### src/rtl/tbsa_pkg.sv
// Shared constants, types and reset-value functions of the tree bitmap slot allocator.
`timescale 1ns / 1ps

package tbsa_pkg;

    // Pool size and the tree geometry that follows from it.
    localparam int SLOTS    = 64;
    localparam int LEVELS   = (SLOTS > 1) ? $clog2(SLOTS) : 1;
    localparam int LEAVES   = 1 << LEVELS;
    localparam int LVL_W    = (LEVELS > 1) ? $clog2(LEVELS) : 1;

    // Field widths of the words on the two channels.
    localparam int SLOT_W   = 6;
    localparam int STATUS_W = 2;
    localparam int COUNT_W  = 7;

    // Operation codes carried on the input tuser.
    localparam logic OP_ALLOC = 1'b0;
    localparam logic OP_FREE  = 1'b1;

    // Status codes carried on the output tuser.
    localparam logic [STATUS_W-1:0] ST_DONE     = 2'd0;
    localparam logic [STATUS_W-1:0] ST_FULL     = 2'd1;
    localparam logic [STATUS_W-1:0] ST_NOT_USED = 2'd2;

    typedef enum logic [2:0] {
        S_IDLE,
        S_DOWN,
        S_UP,
        S_FREE,
        S_OUT
    } state_t;

    // One result word as it leaves the tree walker.
    typedef struct packed {
        logic [SLOT_W-1:0]   slot;
        logic [STATUS_W-1:0] status;
        logic [COUNT_W-1:0]  count;
    } result_t;

    // A node is full after reset when its first leaf lies beyond the pool,
    // i.e. it covers padding leaves only.
    function automatic logic node_reset_full(input logic [LEVELS:0] node);
        logic [LEVELS:0] x;
        x = node;
        for (int i = 0; i < LEVELS; i++) begin
            if (!x[LEVELS]) begin
                x = x << 1;
            end
        end
        return ({1'b0, x[LEVELS-1:0]} >= (LEVELS+1)'(SLOTS));
    endfunction

    // Reset contents of the pair entry that holds the marks of the two
    // children of a parent node: bit 0 left child, bit 1 right child.
    function automatic logic [1:0] pair_reset(input logic [LEVELS-1:0] parent);
        return {node_reset_full({parent, 1'b1}), node_reset_full({parent, 1'b0})};
    endfunction

endpackage

### src/rtl/tbsa_pair_mem.sv
// Synchronous memory of child-pair full marks with per-entry valid bits.
`timescale 1ns / 1ps

module tbsa_pair_mem (
    input  logic                       aclk,
    input  logic                       aresetn,
    input  logic                       wr_en,
    input  logic [tbsa_pkg::LEVELS-1:0] wr_addr,
    input  logic [1:0]                 wr_data,
    input  logic [tbsa_pkg::LEVELS-1:0] rd_addr,
    output logic [1:0]                 rd_data
);

    localparam int DEPTH = tbsa_pkg::LEAVES / 2 * 2;

    logic [1:0]                  mem [DEPTH];
    logic [DEPTH-1:0]            valid_reg;
    logic [1:0]                  mem_q_reg;
    logic                        valid_q_reg;
    logic [tbsa_pkg::LEVELS-1:0] addr_q_reg;

    // Storage array: one write and one registered read each cycle.
    always_ff @(posedge aclk) begin
        if (wr_en) begin
            mem[wr_addr] <= wr_data;
        end
        mem_q_reg  <= mem[rd_addr];
        addr_q_reg <= rd_addr;
    end

    // Valid bits: an entry never written reads as its reset contents.
    always_ff @(posedge aclk) begin
        if (!aresetn) begin
            valid_reg   <= '0;
            valid_q_reg <= 1'b0;
        end else begin
            if (wr_en) begin
                valid_reg[wr_addr] <= 1'b1;
            end
            valid_q_reg <= valid_reg[rd_addr];
        end
    end

    assign rd_data = valid_q_reg ? mem_q_reg : tbsa_pkg::pair_reset(addr_q_reg);

endmodule

### src/rtl/tbsa_walker.sv
// Tree walker: descends and then climbs back for allocate, climbs for free, and keeps the pool count.
`timescale 1ns / 1ps

module tbsa_walker (
    input  logic                           aclk,
    input  logic                           aresetn,
    input  logic                           in_valid,
    output logic                           in_ready,
    input  logic                           in_op,
    input  logic [tbsa_pkg::SLOT_W-1:0]    in_slot,
    output logic                           res_valid,
    input  logic                           res_ready,
    output tbsa_pkg::result_t              res,
    output logic                           mem_wr_en,
    output logic [tbsa_pkg::LEVELS-1:0]    mem_wr_addr,
    output logic [1:0]                     mem_wr_data,
    output logic [tbsa_pkg::LEVELS-1:0]    mem_rd_addr,
    input  logic [1:0]                     mem_rd_data
);

    localparam int LV = tbsa_pkg::LEVELS;

    tbsa_pkg::state_t               state_reg, state_next;
    logic [LV:0]                    cur_reg, cur_next;
    logic [tbsa_pkg::LVL_W-1:0]     lvl_reg, lvl_next;
    logic [1:0]                     path_reg [LV];
    logic                           path_we;
    logic                           first_reg, first_next;
    logic                           child_full_reg, child_full_next;
    logic                           root_full_reg, root_full_next;
    logic [tbsa_pkg::COUNT_W-1:0]   count_reg, count_next;
    tbsa_pkg::result_t              res_reg, res_next;

    logic                           accept;
    logic [LV:0]                    leaf_node;
    logic [LV:0]                    child;
    logic [LV-1:0]                  parent;
    logic [1:0]                     pair;
    logic                           last_level;
    logic                           slot_oob;

    assign accept     = in_valid && (state_reg == tbsa_pkg::S_IDLE);
    assign leaf_node  = {1'b1, in_slot[LV-1:0]};
    assign child      = {cur_reg[LV-1:0], mem_rd_data[0]};
    assign parent     = cur_reg[LV:1];
    assign last_level = (lvl_reg == tbsa_pkg::LVL_W'(LV - 1));
    assign slot_oob   = ({1'b0, in_slot} >= (tbsa_pkg::SLOT_W+1)'(tbsa_pkg::SLOTS));

    // Next state.
    always_comb begin
        state_next = state_reg;
        unique case (state_reg)
            tbsa_pkg::S_IDLE: begin
                if (accept) begin
                    if (in_op == tbsa_pkg::OP_ALLOC) begin
                        state_next = root_full_reg ? tbsa_pkg::S_OUT : tbsa_pkg::S_DOWN;
                    end else begin
                        state_next = slot_oob ? tbsa_pkg::S_OUT : tbsa_pkg::S_FREE;
                    end
                end
            end
            tbsa_pkg::S_DOWN: begin
                if (last_level) begin
                    state_next = tbsa_pkg::S_UP;
                end
            end
            tbsa_pkg::S_UP: begin
                if (parent == LV'(1)) begin
                    state_next = tbsa_pkg::S_OUT;
                end
            end
            tbsa_pkg::S_FREE: begin
                if ((first_reg && !mem_rd_data[cur_reg[0]]) || parent == LV'(1)) begin
                    state_next = tbsa_pkg::S_OUT;
                end
            end
            tbsa_pkg::S_OUT: begin
                if (res_ready) begin
                    state_next = tbsa_pkg::S_IDLE;
                end
            end
            default: state_next = tbsa_pkg::S_IDLE;
        endcase
    end

    // Datapath, memory controls and handshake outputs.
    always_comb begin
        cur_next        = cur_reg;
        lvl_next        = lvl_reg;
        first_next      = first_reg;
        child_full_next = child_full_reg;
        root_full_next  = root_full_reg;
        count_next      = count_reg;
        res_next        = res_reg;
        path_we         = 1'b0;
        pair            = path_reg[lvl_reg];
        mem_wr_en       = 1'b0;
        mem_wr_addr     = parent;
        mem_wr_data     = pair;
        mem_rd_addr     = LV'(1);
        in_ready        = (state_reg == tbsa_pkg::S_IDLE);
        res_valid       = (state_reg == tbsa_pkg::S_OUT);
        unique case (state_reg)
            tbsa_pkg::S_IDLE: begin
                lvl_next        = '0;
                first_next      = 1'b1;
                child_full_next = 1'b1;
                res_next.count  = count_reg;
                res_next.status = tbsa_pkg::ST_DONE;
                if (in_op == tbsa_pkg::OP_ALLOC) begin
                    // Start the descent at the root pair.
                    cur_next     = (LV+1)'(1);
                    mem_rd_addr  = LV'(1);
                    res_next.slot = '0;
                    if (root_full_reg) begin
                        res_next.status = tbsa_pkg::ST_FULL;
                    end
                end else begin
                    // Read the pair that holds the leaf being freed.
                    cur_next      = leaf_node;
                    mem_rd_addr   = leaf_node[LV:1];
                    res_next.slot = in_slot;
                    if (slot_oob) begin
                        res_next.status = tbsa_pkg::ST_NOT_USED;
                    end
                end
            end
            tbsa_pkg::S_DOWN: begin
                // Go left unless the left child is full; remember the pair.
                path_we     = 1'b1;
                cur_next    = child;
                mem_rd_addr = child[LV-1:0];
                if (last_level) begin
                    res_next.slot = tbsa_pkg::SLOT_W'(child[LV-1:0]);
                end else begin
                    lvl_next = lvl_reg + tbsa_pkg::LVL_W'(1);
                end
            end
            tbsa_pkg::S_UP: begin
                // Write back the path pair with the child's new mark.
                pair[cur_reg[0]] = child_full_reg;
                mem_wr_en        = 1'b1;
                mem_wr_data      = pair;
                child_full_next  = &pair;
                cur_next         = {1'b0, parent};
                if (parent == LV'(1)) begin
                    root_full_next = &pair;
                    count_next     = count_reg + tbsa_pkg::COUNT_W'(1);
                    res_next.count = count_reg + tbsa_pkg::COUNT_W'(1);
                end else begin
                    lvl_next = lvl_reg - tbsa_pkg::LVL_W'(1);
                end
            end
            tbsa_pkg::S_FREE: begin
                // Clear the mark of the current node in its parent's pair.
                pair            = mem_rd_data;
                pair[cur_reg[0]] = 1'b0;
                first_next      = 1'b0;
                mem_rd_addr     = LV'(parent >> 1);
                if (first_reg && !mem_rd_data[cur_reg[0]]) begin
                    res_next.status = tbsa_pkg::ST_NOT_USED;
                end else begin
                    mem_wr_en   = 1'b1;
                    mem_wr_data = pair;
                    cur_next    = {1'b0, parent};
                    if (parent == LV'(1)) begin
                        root_full_next = 1'b0;
                        if (count_reg != '0) begin
                            count_next     = count_reg - tbsa_pkg::COUNT_W'(1);
                            res_next.count = count_reg - tbsa_pkg::COUNT_W'(1);
                        end
                    end
                end
            end
            tbsa_pkg::S_OUT: begin
            end
            default: begin
            end
        endcase
    end

    // Control registers.
    always_ff @(posedge aclk) begin
        if (!aresetn) begin
            state_reg     <= tbsa_pkg::S_IDLE;
            root_full_reg <= 1'b0;
            count_reg     <= '0;
        end else begin
            state_reg     <= state_next;
            root_full_reg <= root_full_next;
            count_reg     <= count_next;
        end
    end

    // Walk registers and the per-level pair record.
    always_ff @(posedge aclk) begin
        cur_reg        <= cur_next;
        lvl_reg        <= lvl_next;
        first_reg      <= first_next;
        child_full_reg <= child_full_next;
        res_reg        <= res_next;
        if (path_we) begin
            path_reg[lvl_reg] <= mem_rd_data;
        end
    end

    assign res = res_reg;

endmodule

### src/rtl/tree_bitmap_slot_allocator.sv
// Top level of the tree bitmap slot allocator: walker, mark memory and output register.
`timescale 1ns / 1ps

// Grants the lowest free slot of a pool of 64 and frees given slots, keeping a binary
// tree of full marks in a single-port-read, single-port-write synchronous memory of
// child pairs. One word is worked at a time. An allocate walks down one tree level per
// cycle and then writes the marks back one level per cycle before its result is
// offered. A free reads and rewrites one ancestor pair per cycle, from the leaf up to
// the root pair. A refused allocate on a full pool or a free beyond the pool goes
// straight to its result without walking the tree, and a free of a slot that is not
// in use is refused once its leaf pair has been read. A finished result is held in the
// walker until the output register is empty or being drained. A finished result waits
// in an output register, so the next word is taken while it is still unclaimed. After
// reset every slot is free; no clearing pass is needed.
module tree_bitmap_slot_allocator (
    input  logic        aclk,
    input  logic        aresetn,
    input  logic        s_tvalid,
    output logic        s_tready,
    input  logic [7:0]  s_tdata,   // [5:0] slot_in, [7:6] zero
    input  logic [0:0]  s_tuser,   // [0] op
    output logic        m_tvalid,
    input  logic        m_tready,
    output logic [15:0] m_tdata,   // [5:0] slot_out, [12:6] in_use_count, [15:13] zero
    output logic [1:0]  m_tuser    // [1:0] status
);

    logic                          res_valid;
    logic                          res_ready;
    tbsa_pkg::result_t             res;
    logic                          mem_wr_en;
    logic [tbsa_pkg::LEVELS-1:0]   mem_wr_addr;
    logic [1:0]                    mem_wr_data;
    logic [tbsa_pkg::LEVELS-1:0]   mem_rd_addr;
    logic [1:0]                    mem_rd_data;

    logic                          m_tvalid_reg, m_tvalid_next;
    tbsa_pkg::result_t             out_reg, out_next;

    tbsa_walker u_walker (
        .aclk        (aclk),
        .aresetn     (aresetn),
        .in_valid    (s_tvalid),
        .in_ready    (s_tready),
        .in_op       (s_tuser[0]),
        .in_slot     (s_tdata[tbsa_pkg::SLOT_W-1:0]),
        .res_valid   (res_valid),
        .res_ready   (res_ready),
        .res         (res),
        .mem_wr_en   (mem_wr_en),
        .mem_wr_addr (mem_wr_addr),
        .mem_wr_data (mem_wr_data),
        .mem_rd_addr (mem_rd_addr),
        .mem_rd_data (mem_rd_data)
    );

    tbsa_pair_mem u_pair_mem (
        .aclk    (aclk),
        .aresetn (aresetn),
        .wr_en   (mem_wr_en),
        .wr_addr (mem_wr_addr),
        .wr_data (mem_wr_data),
        .rd_addr (mem_rd_addr),
        .rd_data (mem_rd_data)
    );

    // Output register: loads a finished result whenever it is empty or being drained.
    assign res_ready = !m_tvalid_reg || m_tready;

    always_comb begin
        m_tvalid_next = m_tvalid_reg;
        out_next      = out_reg;
        if (res_ready) begin
            m_tvalid_next = res_valid;
            if (res_valid) begin
                out_next = res;
            end
        end
    end

    always_ff @(posedge aclk) begin
        if (!aresetn) begin
            m_tvalid_reg <= 1'b0;
        end else begin
            m_tvalid_reg <= m_tvalid_next;
        end
    end

    always_ff @(posedge aclk) begin
        out_reg <= out_next;
    end

    assign m_tvalid = m_tvalid_reg;
    assign m_tdata  = {3'b000, out_reg.count, out_reg.slot};
    assign m_tuser  = out_reg.status;

endmodule

### config.mk
export PLATFORM = sky130hd
export DESIGN_NAME = tree_bitmap_slot_allocator
export DESIGN_NICKNAME = d
export VERILOG_FILES = /design/src/rtl/tbsa_pkg.sv /design/src/rtl/tbsa_pair_mem.sv /design/src/rtl/tbsa_walker.sv /design/src/rtl/tree_bitmap_slot_allocator.sv
export SDC_FILE = /design/constraint.sdc
export NUM_CORES = 1
export LEC_CHECK = 0
export ABC_AREA = 1
export CAP_MARGIN = 20
export CORE_MARGIN = 5
export CORE_UTILIZATION = 45
export DETAILED_ROUTE_END_ITERATION = 8
export DONT_BUFFER_PORTS = 1
export GPL_TIMING_DRIVEN = 0
export PLACE_DENSITY = 0.66
export SLEW_MARGIN = 20
export SYNTH_ARGS = -nofsm -noshare
export SYNTH_HDL_FRONTEND = slang
export SYNTH_HIERARCHICAL = 1
export SYNTH_SLANG_ARGS = --single-unit
### constraint.sdc
create_clock -name aclk -period 3.15 [get_ports aclk]
set_input_delay 0.63 -clock aclk [delete_from_list [all_inputs] [get_ports aclk]]
set_output_delay 0.63 -clock aclk [all_outputs]
set_load 0.02 [all_outputs]
# Word level (Yosys, flattened, before mapping)
# Memories as Yosys holds them, arrays and structs flattened. A register that Yosys moved wholly into a read port is not among the register bits.
# Cells that the tools add are included.
totals:
  regBits: 119
  ramBits: 140
  mem_count: 2
  out_inout_bits: 20
  inputBits: 13
classes:
  eq_ne: 17
  magnitude_cmp: 5
  add_sub_neg: 4
  n_bitwise: 3
  muxes: 54
  reduce_logical: 27
memory_table:
  columns: ["name", "depth", "word_bits", "rd", "rd_clocked_by_memory_dff", "write_ports", "line", "text"]
  rows:
  - ["u_pair_mem.mem", 64, 2, 1, 1, 1, "tbsa_pair_mem.sv:16", "logic [1:0] mem [DEPTH];"]
  - ["u_walker.path_reg", 6, 2, 1, 1, 1, "tbsa_walker.sv:26", "logic [1:0] path_reg [LV];"]
op_table:
  columns: ["operator", "n"]
  rows:
  - ["$or A64 B64 Y64", 1]
  - ["$mux W7", 6]
  - ["$mux W3", 10]
  - ["$pmux W7 S4", 1]
  - ["$pmux W7 S3", 1]
  - ["$pmux W6 S3", 1]
  - ["$ne A2 B1 Y1 const B", 8]
  - ["$mux W1", 15]
  - ["$pmux W3 S5", 1]
  - ["$reduce_and A5 Y1", 3]
  - ["$lt A6 B7 Y1 const B", 2]
  - ["$pmux W7 S2", 1]
  - ["$mux W6", 2]
  - ["$pmux W6 S2", 1]
  - ["$reduce_and A2 Y1", 5]
  - ["$pmux W3 S3", 1]
  - ["$mux W8", 1]
  - ["$pmux W1 S2", 4]
  - ["$pmux W2 S2", 2]
  - ["$reduce_bool A2 Y1", 4]
  - ["$add A7 B1 Y7 const B", 1]
  - ["$reduce_bool A7 Y1", 1]
  - ["$sub A7 B1 Y7 const B", 1]
  - ["$bmux W1 S6", 1]
  - ["other kinds (24)", 36]

# Logic depth before layout (Yosys ltp)
logic_depth:
  ltp_word: 9
  mapped_depth: 17
  depth_no_buf: 14

# Modules after synthesis
# Netlist, hierarchy kept.
modules_own_cells:
  columns: ["mod", "n_inst", "seq_area_each_um2", "area_each_um2", "cells_per_inst"]
  rows:
  - ["tbsa_pair_mem", 1, 5185.0, 8114.0, 896]
  - ["tbsa_walker", 1, 1451.4, 3010.4, 343]
  - ["tree_bitmap_slot_allocator", 1, 470.5, 528.0, 26]

# Least setup slack after synthesis
# Ideal clock, no wire load.
synth_timing:
  path_kind: "register to register"
  from: "register u_walker.cur_reg[0]"
  to: "memory u_pair_mem.mem[0][0], data pin"
  setup_time_ps: 601
  path_stages_with_launch: 7
  t_arrival_ps: 1759
  setup_slack_ps: 790
  path_cell_list: "edfxtp_1 a21oi_1 nand2_1 nand3_1 o21ai_0 nand2_1 nand3_1"
synth_between:
  elab_chain_cells: 8
  word_cells_on_any_way: 14
synth_rtl:
  columns: ["item", "line", "text"]
  rows:
  - ["start: declaration", "tbsa_walker.sv:24", "logic [LV:0] cur_reg, cur_next;"]
  - ["start signal: assignment", "tbsa_walker.sv:197", "cur_reg <= cur_next;"]
  - ["$lt A1 B2 Y1 (not written as such) or $ge A1 B1 Y1 (tied branches)", "tbsa_walker.sv:141, tbsa_walker.sv:157", null]
  - ["$logic_and A1 B1 Y1 (not written as such)", "tbsa_walker.sv:141, tbsa_walker.sv:157", null]
  - ["$mux W1 (not written as such)", "tbsa_walker.sv:141, tbsa_walker.sv:157", null]
  - ["$demux W1 S1", null, null]
  - ["$not A2 Y2 (no source line)", null, null]
  - ["$and A2 B2 Y2 (no source line)", null, null]
  - ["$mux W2", "tbsa_walker.sv:160", "if (first_reg && !mem_rd_data[cur_reg[0]]) begin"]
  - ["$pmux W2 S2 (*)", "tbsa_walker.sv:103", "unique case (state_reg)"]
  - ["named net mem_wr_data[0]", "tree_bitmap_slot_allocator.sv:33", "logic [1:0] mem_wr_data;"]
  - ["end: declaration", "tbsa_pair_mem.sv:16", null]
# Mark *: on every way through the listed nets, which the timed path passes. The rest lies on a longest branch. The select of a mux whose other input is x is not followed.

# Worst setup path in the final report
layout_timing:
  from: "register u_walker.state_reg[1]"
  to: "register u_pair_mem.mem_q_reg[1], read port of u_pair_mem.mem"
layout_between:
  elab_chain_cells: 2
  word_cells_on_any_way: 4
layout_rtl:
  columns: ["item", "line", "text"]
  rows:
  - ["start: declaration", "tbsa_walker.sv:23", "tbsa_pkg::state_t state_reg, state_next;"]
  - ["start signal: assignment", "tbsa_walker.sv:185", "state_reg <= tbsa_pkg::S_IDLE;"]
  - ["start signal: assignment", "tbsa_walker.sv:189", "state_reg <= state_next;"]
  - ["$logic_not A3 Y1", null, null]
  - ["named net s_tready", "tree_bitmap_slot_allocator.sv:19", "output logic s_tready,"]
  - ["$pmux W6 S3", "tbsa_walker.sv:103", null]
  - ["named net mem_rd_addr, one bit", "tree_bitmap_slot_allocator.sv:34", "logic [tbsa_pkg::LEVELS-1:0] mem_rd_addr;"]
  - ["end: declaration", "tbsa_pair_mem.sv:18", "logic [1:0] mem_q_reg;"]
# The timed path passes the listed nets, and every way through them passes these cells.
# A chain may end at the register's enable or synchronous reset.

==> summary.md <==
| Metric | Value |
|---|---|
| LEAKAGE | `roughly 0.005 µW` |
| Vias post-DR | `about 9200` |
| Final core utilization | `between 50% and 60%` |
| Pre-CTS WS | `-0.160 ns` |
| Drt via density | `approximately 5.6` |
| Ys Warns | `6` |
| DIE AREA | `roughly 30000 µm²` |
| Slowest stage cell, crit path | `dfxtp_1` |
| Clk buf depth | `3` |
| CTS Sinks | `264` |
| Hold Path Class | `primary input to flop` |
| Num CTS Buffers | `28` |
| Die X | `around 170 µm` |
| Die H | `~170 µm` |
| Slowest cell delay on critical path | `about 0.36 ns` |
| Max-Cap Viols | `0` |
| Final min period | `approximately 3 ns` |
| Most frequent cells in the layout | `nand2_1 (276), nor2_1 (242), edfxtp_1 (182)` |
| Comb power frac | `a little over two fifths` |
| Remaining DRCs | `0` |
| Area contributors post-synth | `edfxtp_1 (47%), dfxtp_1 (14%), nand2_1 (8.9%), nor2_1 (7.8%), nand3_1 (6.9%)` |
| Total Nets Final | `between 1000 and 1500` |
| Share of cells above drive strength 1 | `about 10%` |
| Initial antenna violation count | `0` |
| Vias in the first global route | `approximately 8600` |
| Flop2flop setup slack | `about 0.080 ns` |
| RSZ-0062 raised after global routing | `false` |
| Worst flop-to-flop path startpoint | `u_walker/state_reg[1]` |
| Net Sw Frac | `a little over two fifths` |
| Internal power | `8170 µW` |
| Post-synthesis sequential area ratio | `approximately 61%` |
| GRT Total Usage | `roughly 22%` |
| WL/cell | `approximately 20 µm` |
| Multiplexer share of the synthesized area | `0%` |
| Synth Area in Adders | `less than 1%` |
| Gr ovfl total | `0` |
| Avg Synthesized Cell Area | `9.21 µm²` |
| Worst rel slew slack | `48.5%` |
| Largest net degree at the start of global routing | `between 60 and 70` |
| Most common cell after layout, fill and taps aside | `nand2_1` |
| PwrDens | `roughly 1100 nW/µm²` |
| Final hold vios | `0` |
| Final setup fails | `0` |
| Worst setup endpoint | `u_pair_mem/mem_q_reg[1]` |
| Antenna diode count | `0` |
| Starting Density | `46.0%` |
| Crit path from | `u_walker/state_reg[1]` |
| H-tree levels | `1` |
| Final Power | `between 10000 and 15000 µW` |
| Largest family of logic cells by synthesized area | `simple AND/OR/NAND/NOR gates` |
| Worst Path Required | `approximately 3.6 ns` |
| Area delta synth->final | `12.2%` |
| Io pins | `33` |
| Total routed wirelength | `~32 mm` |
| CP max FO | `10` |
| Core area | `25300 µm²` |
| Post-Synthesis Cells | `roughly 1300` |
| Sw power | `a little over 6000 µW` |
| Tightest Pin Transition | `between 0.7 and 0.8 ns` |
| Reg2Reg Capture Point | `u_pair_mem/mem_q_reg[1]` |
| Final Wtd Congestion | `~0.90` |
| Antenna Violating Nets Remaining | `0` |
| Max FFs per register | `approximately 130` |
| Drt pass-1 iters | `6` |
| Compound-gate portion of the synthesized area | `between 4 and 5%` |
| Crit Path Category | `flop to flop` |
| Maximum clock frequency | `326 MHz` |
| Clock network power share | `22.7%` |
| Clock root cell | `clkbuf_16` |
| Final Max Slew Viols | `0` |
| Port Buffers | `0` |
| Post-DP HPWL | `between 20 and 25 mm` |
| Mapped Area | `between 10000 and 15000 µm²` |
| Worst Setup End Kind | `flop` |
| Post-route worst setup slack | `between 0.08 and 0.09 ns` |
| Post-synthesis xor/xnor area fraction | `less than 1%` |
| Final Cycle Share | `a little over nine tenths` |
| DR iter-0 viols | `1233` |
| Cells on worst reg2reg path | `15` |
| Yosys reg bits | `~260` |
| Clk_lat worst skew | `roughly 0.55 ns` |
| Worst vdd ir | `0.529 mV` |
| CP Launch Type | `flop` |
| First-pass GRT wire length | `just under 50 mm` |
| Status | `complete, no violations` |
| Num rows | `just under 60` |
| WP data arrival | `~3.5 ns` |
| Fin Setup TNS | `0 ns` |
| CTS tree | `built` |
| Hold_ws | `roughly 0.21 ns` |
| Post-synth top area share | `approximately 47%` |
| Most Frequent Cell on Critical Path | `nand2_1` |
| Reg clk slew, reported paths | `0.06 ns` |
| Sequential group share of total power | `around a third` |
| Cells along the critical path | `nor2_1 > nand2_1 > buf_2 > inv_1 > o21ai_0 > o2111ai_2 > buf_4 > buf_2 > o21ai_0 > nand3_1 > nand2_1 > a21oi_1 > o21ai_1 > nand3_1 > nand2_1` |
| Simple-Gate Fraction of Synth Area | `27.0%` |
| Distinct cell type count after synthesis | `41` |
| Final Skew | `between 0.03 and 0.04 ns` |
| Hold Buf Count CTS | `0` |
| Cell taking the most area after synthesis | `edfxtp_1` |
[cells by family (layout without fill, tap and decap cells)]
group / count (synthesis) / in the layout
AO/OA/AOI/OAI: 96 / 96
XOR/XNOR: 10 / 10
adder cells (fa/ha/maj): 4 / 4
buffers and inverters: 153 / 206
flip-flops: 264 / 264
other: 1 / 3
AND/OR/NAND/NOR: 737 / 737
[worst max-delay path: cells and delay by family, from the launching register on]
kind / cells / cell delay (ns)
DFF: 1 / 0.36
buffers and inverters: 4 / 1.06
and+or+nand+nor: 6 / 0.67
AOI/OAI and AO/OA: 5 / 0.86
[through the flow]
step	std cells	instance area, µm²
floorplan	1267	11700
global placement	1597	12100
detailed placement	1598	12100
CTS	1650	13100
global route	1650	13100
finish	1650	13100
[how the worst min path moves through the flow]
stage	startpoint	to	slack [ns]	depth (start not counted)
floorplan	u_walker/res[9]	m_tdata[0]	0.40	0
global placement	u_walker/res[10]	m_tdata[1]	0.40	0
detailed placement	u_walker/res[4]	m_tdata[10]	0.40	0
CTS	aresetn	u_walker/state_reg[1]	0.19	2
global route	aresetn	m_tvalid	0.21	2
finish	aresetn	u_walker/state_reg[1]	0.21	2
[cell type report]
type                       instances  area (µm²)
fill                            2251       12300
sequential                       264        7110
multi-input combinational        850        3900
clock buffer                      38         788
tap                              330         413
buffer                            62         358
inverter                          91         344
clock inverter                    14         138
timing repair buffer               1        27.5
[layer usage]
layer / wire (µm) / share of wire (%) / track usage, % / vias up
li1: - / - / - / 4283
met1: 13300 / 41 / 30.2 / 4324
met2: 14300 / 44 / 34.1 / 509
met3: 3710 / 11 / 5.06 / 94
met4: 1010 / 3.1 / 7.48 / 0
met5: 0 / 0 / 0 / -
[repair_timing]
action | in CTS | in global routing
pin swaps | 0 | 0
buffers inserted | 0 | 0
hold endpoints to repair | 0 | 0
gates resized for setup | 3 | 7
endpoints found under the setup margin | 2 | 3
[synthesized netlist by cell type]
cell type,instances
a21oi_1,28
a21oi_2,2
a22oi_1,1
and2_1,2
buf_1,2
buf_2,28
buf_4,14
buf_6,3
clkbuf_1,15
conb_1,1
dfxtp_1,82
edfxtp_1,182
ha_1,4
inv_1,83
inv_2,7
inv_4,1
nand2_1,277
nand2_2,9
nand2_4,4
nand2_8,1
nand3_1,161
nand4_1,1
nand4_2,1
nor2_1,242
nor2_2,5
nor2_4,3
nor2_8,1
nor3_1,25
nor4_1,2
o2111ai_1,1
o211ai_1,4
o21a_1,2
o21ai_0,29
o21ai_1,10
o21bai_1,1
o221ai_1,11
o22ai_1,7
or2_1,1
or2_2,2
xor2_1,9
xor2_2,1
[power groups by stage]
stage / logic [µW] / clock network, µW / registers, µW
floorplan: 3710 / 0 / 4960
global placement: 5530 / 0 / 4930
detailed placement: 5830 / 0 / 4990
CTS: 5870 / 3290 / 4920
global route: 6490 / 3440 / 4950
finish: 6100 / 3240 / 4920
(Power assumes the default switching activity.)
